$ cat src/sv/sipq_pkg.sv
// Package: shared types and codes for the sorted-insert priority queue.
`timescale 1ns / 1ps
package sipq_pkg;

   localparam int unsigned ValueWidth  = 32;
   localparam int unsigned StatusWidth = 2;

   typedef logic [ValueWidth-1:0]  value_type;
   typedef logic [StatusWidth-1:0] status_type;

   localparam logic FUNC_INSERT = 1'b0;
   localparam logic FUNC_REMOVE = 1'b1;

   localparam status_type STATUS_INSERTED  = 2'd0;
   localparam status_type STATUS_REMOVED   = 2'd1;
   localparam status_type STATUS_OVERFLOW  = 2'd2;
   localparam status_type STATUS_UNDERFLOW = 2'd3;

   typedef enum logic [2:0] {
      ST_IDLE,
      ST_SHIFT,
      ST_PLACE,
      ST_POP,
      ST_REPLY
   } state_type;

endpackage

$ cat src/sv/sipq_if.sv
// Interfaces: request and response channels of the priority queue.
`timescale 1ns / 1ps
interface sipq_req_if import sipq_pkg::*; ();
   logic      valid;
   logic      ready;
   logic      func;
   value_type in_value;

   modport source (output valid, output func, output in_value, input ready);
   modport sink (input valid, input func, input in_value, output ready);
endinterface

interface sipq_rsp_if import sipq_pkg::*; ();
   logic       valid;
   logic       ready;
   value_type  out_value;
   status_type status;

   modport source (output valid, output out_value, output status, input ready);
   modport sink (input valid, input out_value, input status, output ready);
endinterface

$ cat src/sv/sipq_ram.sv
// Generic single-write, single-read RAM with registered read data.
`timescale 1ns / 1ps
module sipq_ram #(
   parameter int unsigned WIDTH = 32,
   parameter int unsigned DEPTH = 8
) (
   input  logic                     clock,
   input  logic                     wr_en,
   input  logic [$clog2(DEPTH)-1:0] wr_addr,
   input  logic [WIDTH-1:0]         wr_data,
   input  logic                     rd_en,
   input  logic [$clog2(DEPTH)-1:0] rd_addr,
   output logic [WIDTH-1:0]         rd_data
);

   logic [WIDTH-1:0] mem_ff [DEPTH];
   logic [WIDTH-1:0] rd_data_ff;

   always_ff @(posedge clock) begin
      if (wr_en) begin
         mem_ff[wr_addr] <= wr_data;
      end
      if (rd_en) begin
         rd_data_ff <= mem_ff[rd_addr];
      end
   end

   assign rd_data = rd_data_ff;

endmodule

$ cat src/sv/sorted_insert_priority_queue.sv
// Top level: bounded priority queue of signed values kept sorted in a ring RAM.
//
// Usage:
//   req_ch carries one beat per operation: func 0 inserts in_value, func 1
//   removes the largest entry. rsp_ch returns exactly one beat per request
//   with status (inserted, removed, overflow, underflow) and out_value,
//   which is nonzero only for a remove.
//   An insert walks from the tail toward the head, moving one smaller entry
//   per cycle through the slot RAM; it moves up to DEPTH-1 entries, and
//   the one read port of the slot RAM paces the walk.
//   req_ch.ready is high only while no operation is in progress; the next
//   request is taken while a finished response still waits in the output
//   register.
//   When rsp_ch stalls, the final step of the next operation waits until the
//   output register frees up; nothing is lost or reordered.
//   Reset clears head and count; slot contents need no clearing.
`timescale 1ns / 1ps
module sorted_insert_priority_queue import sipq_pkg::*; #(
   parameter int unsigned DEPTH = 8
) (
   input  logic        clock,
   input  logic        reset,
   sipq_req_if.sink    req_ch,
   sipq_rsp_if.source  rsp_ch
);

   localparam int unsigned IdxW = $clog2(DEPTH);
   localparam int unsigned CntW = $clog2(DEPTH + 1);

   state_type        state_ff, state_in;
   logic [IdxW-1:0]  head_ff, head_in;
   logic [CntW-1:0]  count_ff, count_in;
   logic [CntW-1:0]  pos_ff, pos_in;
   value_type        value_ff, value_in;
   status_type       status_ff, status_in;
   logic             rsp_valid_ff, rsp_valid_in;
   value_type        rsp_value_ff, rsp_value_in;
   status_type       rsp_status_ff, rsp_status_in;

   logic             ram_we, ram_re;
   logic [IdxW-1:0]  ram_waddr, ram_raddr;
   value_type        ram_wdata, ram_rdata;
   logic             out_free;

   function automatic logic [IdxW-1:0] ring_pos(input logic [IdxW-1:0] head,
                                                input logic [CntW-1:0] off);
      logic [CntW:0] sum;
      sum = (CntW+1)'(head) + (CntW+1)'(off);
      if (sum >= (CntW+1)'(DEPTH)) begin
         sum = sum - (CntW+1)'(DEPTH);
      end
      return IdxW'(sum);
   endfunction

   sipq_ram #(
      .WIDTH (ValueWidth),
      .DEPTH (DEPTH)
   ) u_slots (
      .clock   (clock),
      .wr_en   (ram_we),
      .wr_addr (ram_waddr),
      .wr_data (ram_wdata),
      .rd_en   (ram_re),
      .rd_addr (ram_raddr),
      .rd_data (ram_rdata)
   );

   always_ff @(posedge clock) begin
      if (reset) begin
         state_ff     <= ST_IDLE;
         head_ff      <= '0;
         count_ff     <= '0;
         rsp_valid_ff <= 1'b0;
      end else begin
         state_ff     <= state_in;
         head_ff      <= head_in;
         count_ff     <= count_in;
         rsp_valid_ff <= rsp_valid_in;
      end
      pos_ff        <= pos_in;
      value_ff      <= value_in;
      status_ff     <= status_in;
      rsp_value_ff  <= rsp_value_in;
      rsp_status_ff <= rsp_status_in;
   end

   assign out_free = !rsp_valid_ff || rsp_ch.ready;

   always_comb begin
      state_in      = state_ff;
      head_in       = head_ff;
      count_in      = count_ff;
      pos_in        = pos_ff;
      value_in      = value_ff;
      status_in     = status_ff;
      rsp_valid_in  = rsp_valid_ff && !rsp_ch.ready;
      rsp_value_in  = rsp_value_ff;
      rsp_status_in = rsp_status_ff;
      ram_we        = 1'b0;
      ram_waddr     = ring_pos(head_ff, pos_ff);
      ram_wdata     = value_ff;
      ram_re        = 1'b0;
      ram_raddr     = head_ff;
      req_ch.ready  = 1'b0;

      unique case (state_ff)
         ST_IDLE: begin
            req_ch.ready = 1'b1;
            if (req_ch.valid) begin
               value_in = req_ch.in_value;
               if (req_ch.func == FUNC_REMOVE) begin
                  if (count_ff == '0) begin
                     status_in = STATUS_UNDERFLOW;
                     state_in  = ST_REPLY;
                  end else begin
                     ram_re    = 1'b1;
                     ram_raddr = head_ff;
                     state_in  = ST_POP;
                  end
               end else if (count_ff == CntW'(DEPTH)) begin
                  status_in = STATUS_OVERFLOW;
                  state_in  = ST_REPLY;
               end else if (count_ff == '0) begin
                  pos_in   = '0;
                  state_in = ST_PLACE;
               end else begin
                  ram_re    = 1'b1;
                  ram_raddr = ring_pos(head_ff, count_ff - CntW'(1));
                  pos_in    = count_ff;
                  state_in  = ST_SHIFT;
               end
            end
         end
         ST_SHIFT: begin
            // ram_rdata holds the entry just ahead of pos
            if ($signed(value_ff) > $signed(ram_rdata)) begin
               ram_we    = 1'b1;
               ram_wdata = ram_rdata;
               pos_in    = pos_ff - CntW'(1);
               if (pos_ff == CntW'(1)) begin
                  state_in = ST_PLACE;
               end else begin
                  ram_re    = 1'b1;
                  ram_raddr = ring_pos(head_ff, pos_ff - CntW'(2));
               end
            end else if (out_free) begin
               ram_we        = 1'b1;
               count_in      = count_ff + CntW'(1);
               rsp_valid_in  = 1'b1;
               rsp_value_in  = '0;
               rsp_status_in = STATUS_INSERTED;
               state_in      = ST_IDLE;
            end
         end
         ST_PLACE: begin
            if (out_free) begin
               ram_we        = 1'b1;
               count_in      = count_ff + CntW'(1);
               rsp_valid_in  = 1'b1;
               rsp_value_in  = '0;
               rsp_status_in = STATUS_INSERTED;
               state_in      = ST_IDLE;
            end
         end
         ST_POP: begin
            if (out_free) begin
               head_in       = ring_pos(head_ff, CntW'(1));
               count_in      = count_ff - CntW'(1);
               rsp_valid_in  = 1'b1;
               rsp_value_in  = ram_rdata;
               rsp_status_in = STATUS_REMOVED;
               state_in      = ST_IDLE;
            end
         end
         ST_REPLY: begin
            if (out_free) begin
               rsp_valid_in  = 1'b1;
               rsp_value_in  = '0;
               rsp_status_in = status_ff;
               state_in      = ST_IDLE;
            end
         end
         default: begin
            state_in = ST_IDLE;
         end
      endcase
   end

   assign rsp_ch.valid     = rsp_valid_ff;
   assign rsp_ch.out_value = rsp_value_ff;
   assign rsp_ch.status    = rsp_status_ff;

endmodule

$ cat src/flat_wrapper.sv
// flat-port wrapper written by rule: the top's interface ports become plain ports
module sorted_insert_priority_queue_flat import sipq_pkg::*;
#(
   parameter int unsigned DEPTH = 8
)
  (clock, reset, req_ch_valid, req_ch_func, req_ch_in_value, req_ch_ready, rsp_ch_valid, rsp_ch_out_value, rsp_ch_status, rsp_ch_ready);
  sipq_req_if req_ch_i ();
  sipq_rsp_if rsp_ch_i ();
  input  logic clock;
  input  logic reset;
  input wire logic [$bits(req_ch_i.valid)-1:0] req_ch_valid;
  input wire logic [$bits(req_ch_i.func)-1:0] req_ch_func;
  input wire logic [$bits(req_ch_i.in_value)-1:0] req_ch_in_value;
  output wire logic [$bits(req_ch_i.ready)-1:0] req_ch_ready;
  output wire logic [$bits(rsp_ch_i.valid)-1:0] rsp_ch_valid;
  output wire logic [$bits(rsp_ch_i.out_value)-1:0] rsp_ch_out_value;
  output wire logic [$bits(rsp_ch_i.status)-1:0] rsp_ch_status;
  input wire logic [$bits(rsp_ch_i.ready)-1:0] rsp_ch_ready;
  assign req_ch_i.valid = req_ch_valid;
  assign req_ch_i.func = req_ch_func;
  assign req_ch_i.in_value = req_ch_in_value;
  assign req_ch_ready = req_ch_i.ready;
  assign rsp_ch_valid = rsp_ch_i.valid;
  assign rsp_ch_out_value = rsp_ch_i.out_value;
  assign rsp_ch_status = rsp_ch_i.status;
  assign rsp_ch_i.ready = rsp_ch_ready;
  sorted_insert_priority_queue #(.DEPTH(DEPTH)) u_core (.clock(clock), .reset(reset), .req_ch(req_ch_i), .rsp_ch(rsp_ch_i));
endmodule
$ cat config.mk
export PLATFORM = sky130hd
export DESIGN_NAME = sorted_insert_priority_queue_flat
export DESIGN_NICKNAME = d
export VERILOG_FILES = /design/src/sv/sipq_pkg.sv /design/src/sv/sipq_if.sv /design/src/sv/sipq_ram.sv /design/src/sv/sorted_insert_priority_queue.sv /design/src/flat_wrapper.sv
export SDC_FILE = /design/constraint.sdc
export NUM_CORES = 1
export LEC_CHECK = 0
export BUFFER_PORTS_ARGS = -buffer_cell sky130_fd_sc_hd__buf_2
export CAP_MARGIN = 20
export CELL_PAD_IN_SITES_DETAIL_PLACEMENT = 1
export CELL_PAD_IN_SITES_GLOBAL_PLACEMENT = 1
export CORE_AREA = 2 2 175 177
export DETAILED_ROUTE_END_ITERATION = 6
export DIE_AREA = 0 0 177 179
export PLACE_DENSITY = 0.84
export SLEW_MARGIN = 30
export SYNTH_ARGS = -nofsm -noshare
export SYNTH_HDL_FRONTEND = slang
export SYNTH_SLANG_ARGS = --single-unit
export TNS_END_PERCENT = 20
$ cat constraint.sdc
create_clock -name clock -period 7.6 [get_ports clock]
set_input_delay 0.38 -clock clock [delete_from_list [all_inputs] [get_ports clock]]
set_output_delay 0.38 -clock clock [all_outputs]
set_load 0.03 [all_outputs]
==> impl_metrics.ini <==
[run_status]
status = finished, final reports clean

[floorplan]
dieWidth_um = 177
coreArea_sq_um = 30030
start_util_pct = 51.67
die_height_um = 179
rows = 64
die-area_sq_um = 31680
io_pins = 73

[synth]
syn_area_sq_um = 15510
yosysTopAreaCellShare_pct = 69.48
ys_ff_latch = 370
synthFlopType = edfxtp_1
avgSynthCellArea_sq_um = 18.17
yosysUniqueCellTypes = 58
ys_seq_area_share_pct = 70.90
synth_cells = 854
synthesis.nets = 935
ys.warnings.count = 0
synth_top_area_cell = edfxtp_1
synth_common_cells = edfxtp_1, mux2_2, mux4_2
yosysMostFrequentCell = edfxtp_1
synth_edf_count = 359
yosys-top-cells-area = edfxtp_1, mux4_2, mux2_2
synthArstFlopShare_pct = 0

[final_layout]
layout.nets = 1032
drive_gt1_share_pct = 30.13
fillers = 2674
fin_area_sq_um = 17670
area_growth_pct = 13.92
antenna_cells = 0

[global_route]
gr-total-overflow = 0
grt_pass1_vias = 8963
grt_pass1_wl_mm = 53.83
grt_max_degree = 65
grt_use_total_pct = 23.26
antenna_found_initial = 0

[worst_setup_path]
r2r_end = u_core.u_slots.rd_data[5]$_DFFE_PP_
rrSetupSlack_ns = 2.97
crit_chain = inv_1 > ha_1 > nand4_4 > nor4_4 > nand3_1 > a21oi_1 > a41o_1 > a21oi_1 > o221ai_4 > buf_12 > mux4_2 > mux2_2
cp.required_ns = 7.87
start_kind = flip-flop
slowest_delay_ns = 0.72
endpoint = u_core.u_slots.rd_data[5]$_DFFE_PP_
cp_num_cells = 12
worstPathMaxFanout = 50
startpoint = u_core.u_slots.rd_data[31]$_DFFE_PP_
crit_buf_inv = 2
critical_path_arrival_ns = 4.90
endpoint_kind = flip-flop
reg2regPathDepth = 12
cp_common_cell = a21oi_1
cpMaxStageDelayCell = o221ai_4
crit-reg2reg-launch = u_core.u_slots.rd_data[31]$_DFFE_PP_
crit_type = reg -> reg
cp_top_family = compound AO/OA/AOI/OAI gates

[detailed_routing]
routed-via-count = 8183
firstDrtPassIters = 5
post_drt_via_cell_ratio = 5.951
wl_mm = 35.86
wl_per_cell_um = 26.08
drc = 0
postRouteAntennaNets = 0
drtIter0Drc = 671

[clocking]
cts_setup_buffers = 0
cts_made_buffers = 39
ctsLongestPathBuffers = 3
cts_sinks = 370
cts_resized = 0
hold_buffers = 0
clk_pin_slew_ns = 0.06
cts_max_level = 2
cts_tree = yes
clk_latency_ns = 0.52
cts_root_buf = clkbuf_16

[place]
gp_congestion = 0.8103
hpwl_mm = 21.05
io_buffer_count = 72
place_area_sq_um = 16420

[sta]
skew_ns = 0.01134
setup_violations = 0
post-route-period-util_pct = 60.90
fmax_mhz = 216.1
min_period_ns = 4.628
tightest_slew_ns = 0.9211
final.setup.tns_ns = 0
hold_violations = 0
grt_setup_unrepaired = false
max-slew-margin-rel_pct = 37.95
maxSlewViolCount = 0

[power_and_ir_drop]
total_power_w = 0.006742
cellLeakagePower_nw = 6.085
ir_drop_uv = 256.0
p_per_area_nw_per_um2 = 381.4

[job]
drv_cap = 0

[worst_hold_path]
min_path_type = in -> reg
==> logic make-up (layout without fill, tap and decap cells) <==
kind of cell,Yosys count,in the layout,synth area share (%)
adders and majority gates,44,44,3.694
muxes,134,134,14.34
buffers and inverters,79,204,2.339
AOI/OAI and AO/OA,69,69,2.710
xor gates and xnor gates,11,11,0.6210
DFF,370,370,70.90
and+or+nand+nor,147,147,5.395
==> sequential cells by signal (all words and copies together) (netlist names) <==
| register | count |
|---|---|
| u_core.u_slots.mem_ff | 256 |
| u_core.status_ff | 1 |
| u_core.value_ff | 32 |
| u_core.u_slots.rd_data | 32 |
| u_core.rsp_ch.valid | 1 |
| u_core.pos_ff | 4 |
| u_core.head_ff | 3 |
| u_core.count_ff | 4 |
| u_core.state_ff | 3 |
| u_core.rsp_ch.out_value | 32 |
| u_core.rsp_ch.status | 2 |
==> power breakdown <==
| part | total (W) | internal [W] | switching (W) |
|---|---|---|---|
| clock network | 0.00188 | 0.00111 | 0.000773 |
| registers | 0.00295 | 0.00279 | 0.000164 |
| logic | 0.00191 | 0.000688 | 0.00122 |
| total | 0.00674 | 0.00459 | 0.00216 |
==> worst min-delay path by stage <==
stage | start | end | cells past startpoint
after detailed placement | u_core.status_ff[0]$_DFFE_PP_ | u_core.rsp_ch.status[0]$_DFFE_PP_ | 1
after global routing | req_ch_in_value[13] | u_core.value_ff[13]$_DFFE_PP_ | 1
after CTS | req_ch_in_value[11] | u_core.value_ff[11]$_DFFE_PP_ | 1
after global placement | u_core.status_ff[0]$_DFFE_PP_ | u_core.rsp_ch.status[0]$_DFFE_PP_ | 1
after floorplan | req_ch_func | u_core.status_ff[0]$_DFFE_PP_ | 0
final | req_ch_in_value[26] | u_core.value_ff[26]$_DFFE_PP_ | 1
==> per-stage QoR <==
stage	hold WS [ns]	util, %	cells	worst slack (ns)
final	0.03258	58.86	1375	2.972
after global routing	0.01910	58.86	1375	2.656
after CTS	0.01273	58.83	1375	2.939
after detailed placement	0.5203	54.68	1306	2.954
after global placement	0.5244	54.68	1306	3.133
after floorplan	0.4789	-	854	1.585
==> metal layers <==
metal,global-route usage (%),vias to the layer above,part of all wire [%]
met5,0,-,0
met4,7.610,0,2.4
met3,3.965,71,5.5
met2,39.49,274,50
met1,30.73,4286,42
li1,-,3552,-
==> area by class of cell <==
| cell class | count | area [sq um] | share of cell area [%] |
|---|---|---|---|
| Timing Repair Buffer | 89 | 504.2 | 2.853 |
| Inverter | 46 | 172.7 | 0.9769 |
| Clock inverter | 26 | 257.7 | 1.458 |
| Clock buffer | 43 | 991.0 | 5.607 |
| Sequential cell | 370 | 11000 | 62.24 |
| Multi-Input combinational cell | 405 | 4253 | 24.06 |
| Tap cell | 396 | 495.5 | 2.803 |
==> placed cells by master (no fill, tap or decap), types with 11 or more instances in the layout <==
master / synthesis / layout
a21oi_1: 34 / 32
and2_1: 32 / 32
buf_2: 11 / 72
buf_4: 2 / 15
clkbuf_16: 0 / 39
dfxtp_1: 11 / 11
edfxtp_1: 359 / 359
ha_1: 41 / 41
inv_1: 46 / 46
mux2_2: 66 / 66
mux4_2: 64 / 64
nand2_1: 22 / 22
nor2_1: 25 / 24
nor3_1: 12 / 11
(Power assumes the default switching activity.)
